## src/rtl/tli_pkg.sv

```systemverilog
// ----------------------------------------------------------------------------
// tli_pkg: shared types and constants of the interpolation table
// Controller states, datapath command and status words, register indexes
// and the fixed field widths of the block.
// ----------------------------------------------------------------------------
package tli_pkg;

    localparam int DATA_W        = 32;
    localparam int INDEX_W       = 6;
    localparam int ENTRY_COUNT_W = 7;
    localparam int CFG_INDEX_W   = 1;
    localparam int CFG_DATA_W    = 7;

    localparam logic [ENTRY_COUNT_W-1:0] ENTRY_COUNT_RESET = 7'd2;

    localparam logic signed [DATA_W-1:0] DATA_MAX = 32'sh7FFF_FFFF;
    localparam logic signed [DATA_W-1:0] DATA_MIN = 32'sh8000_0000;

    // Operation codes of the op field.
    localparam logic OP_WRITE = 1'b0;
    localparam logic OP_QUERY = 1'b1;

    // Configuration register indexes.
    localparam logic [CFG_INDEX_W-1:0] REG_ENTRY_COUNT = 1'd0;
    localparam logic [CFG_INDEX_W-1:0] REG_TABLE_READY = 1'd1;

    typedef enum logic [3:0] {
        ST_IDLE,
        ST_FETCH_FIRST,
        ST_FETCH_LAST,
        ST_LOAD_LAST,
        ST_CHECK_ENDS,
        ST_SEARCH_READ,
        ST_SEARCH_CMP,
        ST_DIV_SETUP,
        ST_DIVIDE,
        ST_MULTIPLY,
        ST_ACCUM,
        ST_DELIVER
    } tli_state_t;

    typedef enum logic [1:0] {
        RD_FIRST,
        RD_LAST,
        RD_MID
    } rd_sel_t;

    typedef enum logic [2:0] {
        RES_NOT_READY,
        RES_BELOW,
        RES_ABOVE,
        RES_LOWER,
        RES_INTERP
    } res_sel_t;

    typedef struct packed {
        logic     write_entry;
        logic     latch_query;
        logic     rd_en;
        rd_sel_t  rd_sel;
        logic     init_lo;
        logic     init_hi;
        logic     search_step;
        logic     div_setup;
        logic     div_step;
        logic     mult;
        logic     load_result;
        res_sel_t res_sel;
        logic     out_load;
    } tli_cmd_t;

    typedef struct packed {
        logic table_ready;
        logic below;
        logic above;
        logic span_gt1;
        logic gap_pos;
        logic div_last;
        logic out_free;
    } tli_status_t;

endpackage

```

## src/rtl/tli_controller.sv

```systemverilog
// ----------------------------------------------------------------------------
// tli_controller: sequencer of the interpolation table
// Steps one query through end checks, binary search, division, multiply
// and delivery, and issues table writes.
// ----------------------------------------------------------------------------
module tli_controller
(
    input  logic                clk,
    input  logic                rst_n,
    input  logic                in_valid,
    input  logic                op,
    output logic                in_ready,
    input  tli_pkg::tli_status_t status,
    output tli_pkg::tli_cmd_t   cmd
);

    tli_pkg::tli_state_t state_reg;
    tli_pkg::tli_state_t state_next;
    logic                accept;

    assign in_ready = (state_reg == tli_pkg::ST_IDLE);
    assign accept   = in_valid && in_ready;

    always_ff @(posedge clk or negedge rst_n)
    begin
        if (!rst_n)
        begin
            state_reg <= tli_pkg::ST_IDLE;
        end
        else
        begin
            state_reg <= state_next;
        end
    end

    always_comb
    begin
        state_next = state_reg;
        case (state_reg)
            tli_pkg::ST_IDLE:
            begin
                if (accept && (op == tli_pkg::OP_QUERY))
                begin
                    state_next = status.table_ready ? tli_pkg::ST_FETCH_FIRST
                                                    : tli_pkg::ST_DELIVER;
                end
            end
            tli_pkg::ST_FETCH_FIRST: state_next = tli_pkg::ST_FETCH_LAST;
            tli_pkg::ST_FETCH_LAST:  state_next = tli_pkg::ST_LOAD_LAST;
            tli_pkg::ST_LOAD_LAST:   state_next = tli_pkg::ST_CHECK_ENDS;
            tli_pkg::ST_CHECK_ENDS:
            begin
                if (status.below || status.above)
                begin
                    state_next = tli_pkg::ST_DELIVER;
                end
                else
                begin
                    state_next = tli_pkg::ST_SEARCH_READ;
                end
            end
            tli_pkg::ST_SEARCH_READ:
            begin
                state_next = status.span_gt1 ? tli_pkg::ST_SEARCH_CMP
                                             : tli_pkg::ST_DIV_SETUP;
            end
            tli_pkg::ST_SEARCH_CMP: state_next = tli_pkg::ST_SEARCH_READ;
            tli_pkg::ST_DIV_SETUP:
            begin
                state_next = status.gap_pos ? tli_pkg::ST_DIVIDE : tli_pkg::ST_DELIVER;
            end
            tli_pkg::ST_DIVIDE:
            begin
                if (status.div_last)
                begin
                    state_next = tli_pkg::ST_MULTIPLY;
                end
            end
            tli_pkg::ST_MULTIPLY: state_next = tli_pkg::ST_ACCUM;
            tli_pkg::ST_ACCUM:    state_next = tli_pkg::ST_DELIVER;
            tli_pkg::ST_DELIVER:
            begin
                if (status.out_free)
                begin
                    state_next = tli_pkg::ST_IDLE;
                end
            end
            default: state_next = tli_pkg::ST_IDLE;
        endcase
    end

    always_comb
    begin
        cmd = '0;
        case (state_reg)
            tli_pkg::ST_IDLE:
            begin
                if (accept)
                begin
                    if (op == tli_pkg::OP_WRITE)
                    begin
                        cmd.write_entry = 1'b1;
                    end
                    else if (status.table_ready)
                    begin
                        cmd.latch_query = 1'b1;
                    end
                    else
                    begin
                        cmd.load_result = 1'b1;
                        cmd.res_sel     = tli_pkg::RES_NOT_READY;
                    end
                end
            end
            tli_pkg::ST_FETCH_FIRST:
            begin
                cmd.rd_en  = 1'b1;
                cmd.rd_sel = tli_pkg::RD_FIRST;
            end
            tli_pkg::ST_FETCH_LAST:
            begin
                cmd.rd_en   = 1'b1;
                cmd.rd_sel  = tli_pkg::RD_LAST;
                cmd.init_lo = 1'b1;
            end
            tli_pkg::ST_LOAD_LAST:
            begin
                cmd.init_hi = 1'b1;
            end
            tli_pkg::ST_CHECK_ENDS:
            begin
                if (status.below)
                begin
                    cmd.load_result = 1'b1;
                    cmd.res_sel     = tli_pkg::RES_BELOW;
                end
                else if (status.above)
                begin
                    cmd.load_result = 1'b1;
                    cmd.res_sel     = tli_pkg::RES_ABOVE;
                end
            end
            tli_pkg::ST_SEARCH_READ:
            begin
                if (status.span_gt1)
                begin
                    cmd.rd_en  = 1'b1;
                    cmd.rd_sel = tli_pkg::RD_MID;
                end
            end
            tli_pkg::ST_SEARCH_CMP:
            begin
                cmd.search_step = 1'b1;
            end
            tli_pkg::ST_DIV_SETUP:
            begin
                if (status.gap_pos)
                begin
                    cmd.div_setup = 1'b1;
                end
                else
                begin
                    cmd.load_result = 1'b1;
                    cmd.res_sel     = tli_pkg::RES_LOWER;
                end
            end
            tli_pkg::ST_DIVIDE:
            begin
                cmd.div_step = 1'b1;
            end
            tli_pkg::ST_MULTIPLY:
            begin
                cmd.mult = 1'b1;
            end
            tli_pkg::ST_ACCUM:
            begin
                cmd.load_result = 1'b1;
                cmd.res_sel     = tli_pkg::RES_INTERP;
            end
            tli_pkg::ST_DELIVER:
            begin
                cmd.out_load = status.out_free;
            end
            default: cmd = '0;
        endcase
    end

endmodule

```

## config.mk

```make
export PLATFORM = sky130hd
export DESIGN_NAME = tli_controller
export DESIGN_NICKNAME = d
export VERILOG_FILES = /design/src/rtl/tli_pkg.sv /design/src/rtl/tli_controller.sv
export SDC_FILE = /design/constraint.sdc
export NUM_CORES = 1
export LEC_CHECK = 0
export BUFFER_PORTS_ARGS = -buffer_cell sky130_fd_sc_hd__buf_2
export CORE_AREA = 8 8 45 47
export CTS_CLUSTER_SIZE = 25
export DETAILED_ROUTE_END_ITERATION = 7
export DIE_AREA = 0 0 53 55
export GPL_TIMING_DRIVEN = 0
export PLACE_DENSITY = 0.83
export SLEW_MARGIN = 20
export SYNTH_ARGS = -nofsm -noshare
export SYNTH_HDL_FRONTEND = slang
export SYNTH_SLANG_ARGS = --single-unit
```

## constraint.sdc

```tcl
create_clock -name clk -period 1.9 [get_ports clk]
set_clock_uncertainty 0.2 [all_clocks]
set_input_delay 0.19 -clock clk [delete_from_list [all_inputs] [get_ports clk]]
set_output_delay 0.19 -clock clk [all_outputs]
set_load 0.01 [all_outputs]
```

# After elaboration in Yosys (flattened, before gate mapping)
# Cells that the tools add are included.
totals:
  register_bits: 4
  out_inout_bits: 17
classes:
  eq_ne: 14
  mux: 30
  n_reduce_logical: 5
op_table:
  columns: ["operator", "n"]
  rows:
  - ["$pmux 4 s12", 1]
  - ["$mux 4", 11]
  - ["$eq 4x3->1 const B", 4]
  - ["$eq 4x4->1 const B", 4]
  - ["$pmux 4 s4", 1]
  - ["$mux 1", 12]
  - ["$pmux 3 s3", 1]
  - ["$eq 4x2->1 const B", 2]
  - ["$mux 2", 3]
  - ["$eq 4x1->1 const B", 1]
  - ["$logic_not 4->1", 1]
  - ["$ne 2x2->1 const B", 2]
  - ["$mux 3", 1]
  - ["$reduce_and 3->1", 1]
  - ["$logic_and 1x1->1", 2]
  - ["$ne 2x1->1 const B", 1]
  - ["$logic_or 1x1->1", 1]

# Longest topological paths before layout
logic_depth:
  word_depth: 5
  depth_mapped: 6
  depth_no_buf: 5

# Least setup slack after synthesis
# No wires, ideal clock.
synth_timing:
  path_type: "register to output"
  from: "reg state_reg[0]"
  to: "out cmd[15] in the netlist's numbering"
  path_stages_with_launch: 4
  arrival_ns: 1.358
  path_buffers: 1
  path_slack_ns: 0.152
  path_cell_list: "dfrtp_1 buf_6 or4_4 nor3b_1"
synth_rtl:
  columns: ["item", "line", "source"]
  rows:
  - ["from (decl)", "tli_controller.sv:17", "tli_pkg::tli_state_t state_reg;"]
  - ["from (signal assigned)", "tli_controller.sv:28", "state_reg <= tli_pkg::ST_IDLE;"]
  - ["from (signal assigned)", "tli_controller.sv:32", "state_reg <= state_next;"]
  - ["to (decl)", "tli_controller.sv:14", "output tli_pkg::tli_cmd_t cmd"]

==> flow_metrics.py <==
metrics = {
    "setup_path": {
        "cp.depth": 4,
        "crit_slowest_cell": "or4_4",
        "worst-path-buf-inv": 1,
        "rr_endpoint": "state_reg[0]",
        "critical_path.max_stage_delay_ps": 580,
        "r2r_cells": 6,
        "crit_path_end": "cmd[4]",
        "cp-start-kind": "flip-flop",
        "critical-path-top-delay-family": "simple AND/OR/NAND/NOR gates",
        "arrival_ps": 1650,
        "cp-end-kind": "output port",
        "reg2reg_slack_ps": 110,
        "startpoint": "state_reg[1]",
        "cp_max_fo": 6,
        "critPathKind": "flip-flop to output port",
        "r2r-start": "state_reg[1]",
        "crit_required_ps": 1510,
        "crit_chain": "or4_4, nor3_2, or3_1, buf_2",
    },
    "floorplanning": {
        "start_util_pct": 39.9,
        "ios": 28,
        "fp-row-count": 14,
        "die_y_um": 55,
        "coreArea_mm2": 0.00138,
        "dieArea_mm2": 0.00292,
        "die_w_um": 53,
    },
    "placed_design": {
        "port_buffers": 27,
        "gp_congestion": 0.872,
        "dp_hpwl_um": 1260,
    },
    "sta": {
        "max_slew_margin_pct": 68.8,
        "period_needed_ps": 2040,
        "worst_hold_slack_ps": 91.5,
        "worst_slack_ps": -137,
        "grt_setup_unrepaired": "true",
        "min_period_over_period_pct": 107,
        "drv_slew": 0,
        "timing.fmax_mhz": 491,
        "worstMarginPinSlew_ps": 464,
        "final.setup.tns_ps": -373,
        "hold_violations": 0,
        "setup_viol": 6,
    },
    "clock_network": {
        "cts_root_buf": "clkbuf_4",
        "clock_sinks": 4,
        "cts_buffer_depth": 2,
        "htree_levels": 1,
        "cts_tree": "built",
        "numCtsBuffers": 3,
        "clk_latency_ps": 240,
        "cts.reportedPaths.clkPinSlew_ps": 40,
    },
    "synthesis": {
        "synth_nets": 89,
        "yosysWarnings": 0,
        "yosysSeqAreaShare_pct": 18.1,
        "ys_seq_elements": 4,
        "syn_inst": 78,
        "postSynthAreaPerCell_um2": 7.07,
        "syn_area_um2": 552,
        "post_synth_num_cell_types": 35,
    },
    "drt": {
        "drcViolationCount": 0,
        "routedWlPerCell_um": 14.1,
        "routed_via_density": 5.52,
        "antenna_left": 0,
        "wl_um": 1810,
        "first_pass_iters": 4,
        "via_count": 707,
        "dr.first_iter.drc_count": 31,
    },
    "outcome": {
        "violations": "setup timing",
        "status": "finished with violations",
    },
    "global_route": {
        "grt_pass1_wl_um": 2700,
        "grt.total_usage_pct": 12.1,
        "grt_remaining_overflow": 0,
        "grt_pass1_vias": 631,
        "grt_max_degree": 11,
        "grt_antenna_before_repair": 0,
    },
    "final_layout": {
        "fillers": 131,
        "fin_nets": 125,
        "multi_input_area_um2": 393,
        "post-route-util_pct": 56.1,
        "largest_reg_flops": 4,
        "antenna_cells": 0,
        "drive_above_1_share_pct": 45.5,
        "regArea_um2": 101,
        "syn_to_final_growth_pct": 40.6,
    },
    "power": {
        "p_leak_uw": 0.000403,
        "pwr_density_cell_mw_per_mm2": 1490,
        "max-vdd-ir-drop_v": 0.000569,
    },
    "flow_run": {
        "cap_violations": 0,
    },
    "worst_hold_path": {
        "hold_path.class": "input pin to asynchronous set/reset pin",
    },
}
area by class of cell:
cell class / instances / share of cell area, %
Tap cell: 16 / 2.58
Sequential cell: 4 / 13.1
Multi-Input combinational cell: 61 / 50.6
Timing Repair Buffer: 31 / 21.6
Clock buffer: 3 / 2.90
Inverter: 7 / 3.55
Buffer: 6 / 5.65
placed cells by master, fill, tap and decap left out, types with 2 or more instances in the layout:
master and n:
a21oi_1 5, and3_1 2, buf_2 29, buf_4 5, clkbuf_4 4, dfrtp_1 3, inv_1 6, nand2_1 5
nand2b_1 4, nand3b_1 2, nor2_1 7, nor2b_1 2, nor3_1 5, nor3_2 2, o21ai_0 5, o21ai_2 2
or3_1 2, or4bb_1 2
worst register-to-register path, cell delays in order, from the launching register on:
cell	delay (ps)
dfrtp_2	430
or4_4	590
buf_4	160
clkinv_2	40
nand2_2	40
o21ai_2	90
o21ai_1	110
through the flow:
| stage | power, uW | std cells | setup WS, ps | cell area, um2 |
|---|---|---|---|---|
| 2_1_floorplan | 757 | 78 | 152 | 552 |
| 3_3_place_gp | 948 | 121 | 70.1 | 707 |
| 3_5_place_dp | 964 | 121 | 69.2 | 707 |
| 4_1_cts | 1130 | 128 | -126 | 771 |
| 5_1_grt | 1250 | 128 | -184 | 776 |
| 6_report | 1160 | 128 | -137 | 776 |
cell families after synthesis:
| family | count (synthesis) | share of synthesized area [%] |
|---|---|---|
| and+or+nand+nor | 41 | 43.1 |
| AOI/OAI and AO/OA | 19 | 24.3 |
| muxes | 1 | 2.04 |
| DFF | 4 | 18.1 |
| buffers and inverters | 13 | 12.5 |
timing repair:
item / in CTS / in global routing
buffers inserted: 3 / 0
gates resized for setup: 3 / 1
hold buffers: 1 / 0
hold endpoints to repair: 4 / 0
pin swaps: 2 / 0
gates cloned: 0 / 0
setup endpoints to repair: 3 / 9
cells in the mapped netlist:
library cell	instances	area, um2
a2111oi_0	1	8.76
a21oi_1	5	25.0
a22oi_2	1	12.5
a32oi_1	1	8.76
and2_1	1	6.26
and3_1	2	12.5
and4_1	1	8.76
buf_2	3	15.0
buf_4	1	7.51
buf_6	1	11.3
clkbuf_4	1	7.51
clkinv_2	1	5.00
dfrtp_1	4	100
inv_1	6	22.5
mux2_2	1	11.3
nand2_1	5	18.8
nand2_2	1	6.26
nand2b_1	4	25.0
nand3_1	1	5.00
nand3b_1	2	15.0
nor2_1	7	26.3
nor2_2	1	6.26
nor2b_1	2	12.5
nor3_1	7	35.0
nor3b_1	1	7.51
nor4_1	1	6.26
o211ai_1	1	7.51
o21ai_0	5	25.0
o21ai_1	1	5.00
o21ai_2	2	17.5
o21bai_1	1	7.51
o311ai_2	1	16.3
or3_1	2	12.5
or4_4	1	11.3
or4bb_1	2	22.5
routing by layer:
layer,track usage (%),share of wire [%],vias up,wire (um)
li1,-,-,345,-
met1,13.3,38,312,680
met2,20.3,49,46,881
met3,3.21,12,4,218
met4,7.76,1.5,0,28
met5,0,0,-,0
worst min-delay path by stage:
| stage | start | to | slack, ps | depth (start not counted) |
|---|---|---|---|---|
| 2_1_floorplan | rst_n | state_reg[0] | -310 | 0 |
| 5_1_grt | rst_n | state_reg[3] | 120 | 2 |
| 3_5_place_dp | rst_n | state_reg[2] | -210 | 1 |
| 4_1_cts | rst_n | state_reg[2] | 100 | 2 |
| 6_report | rst_n | state_reg[2] | 90 | 2 |
| 3_3_place_gp | rst_n | state_reg[0] | -210 | 1 |
power breakdown:
part / internal [uW] / switching, uW
Combinational: 385 / 505
Clock: 70.6 / 34.6
Sequential: 127 / 36.0
Total: 583 / 576
No activity file was read; power rests on OpenSTA's default activity.
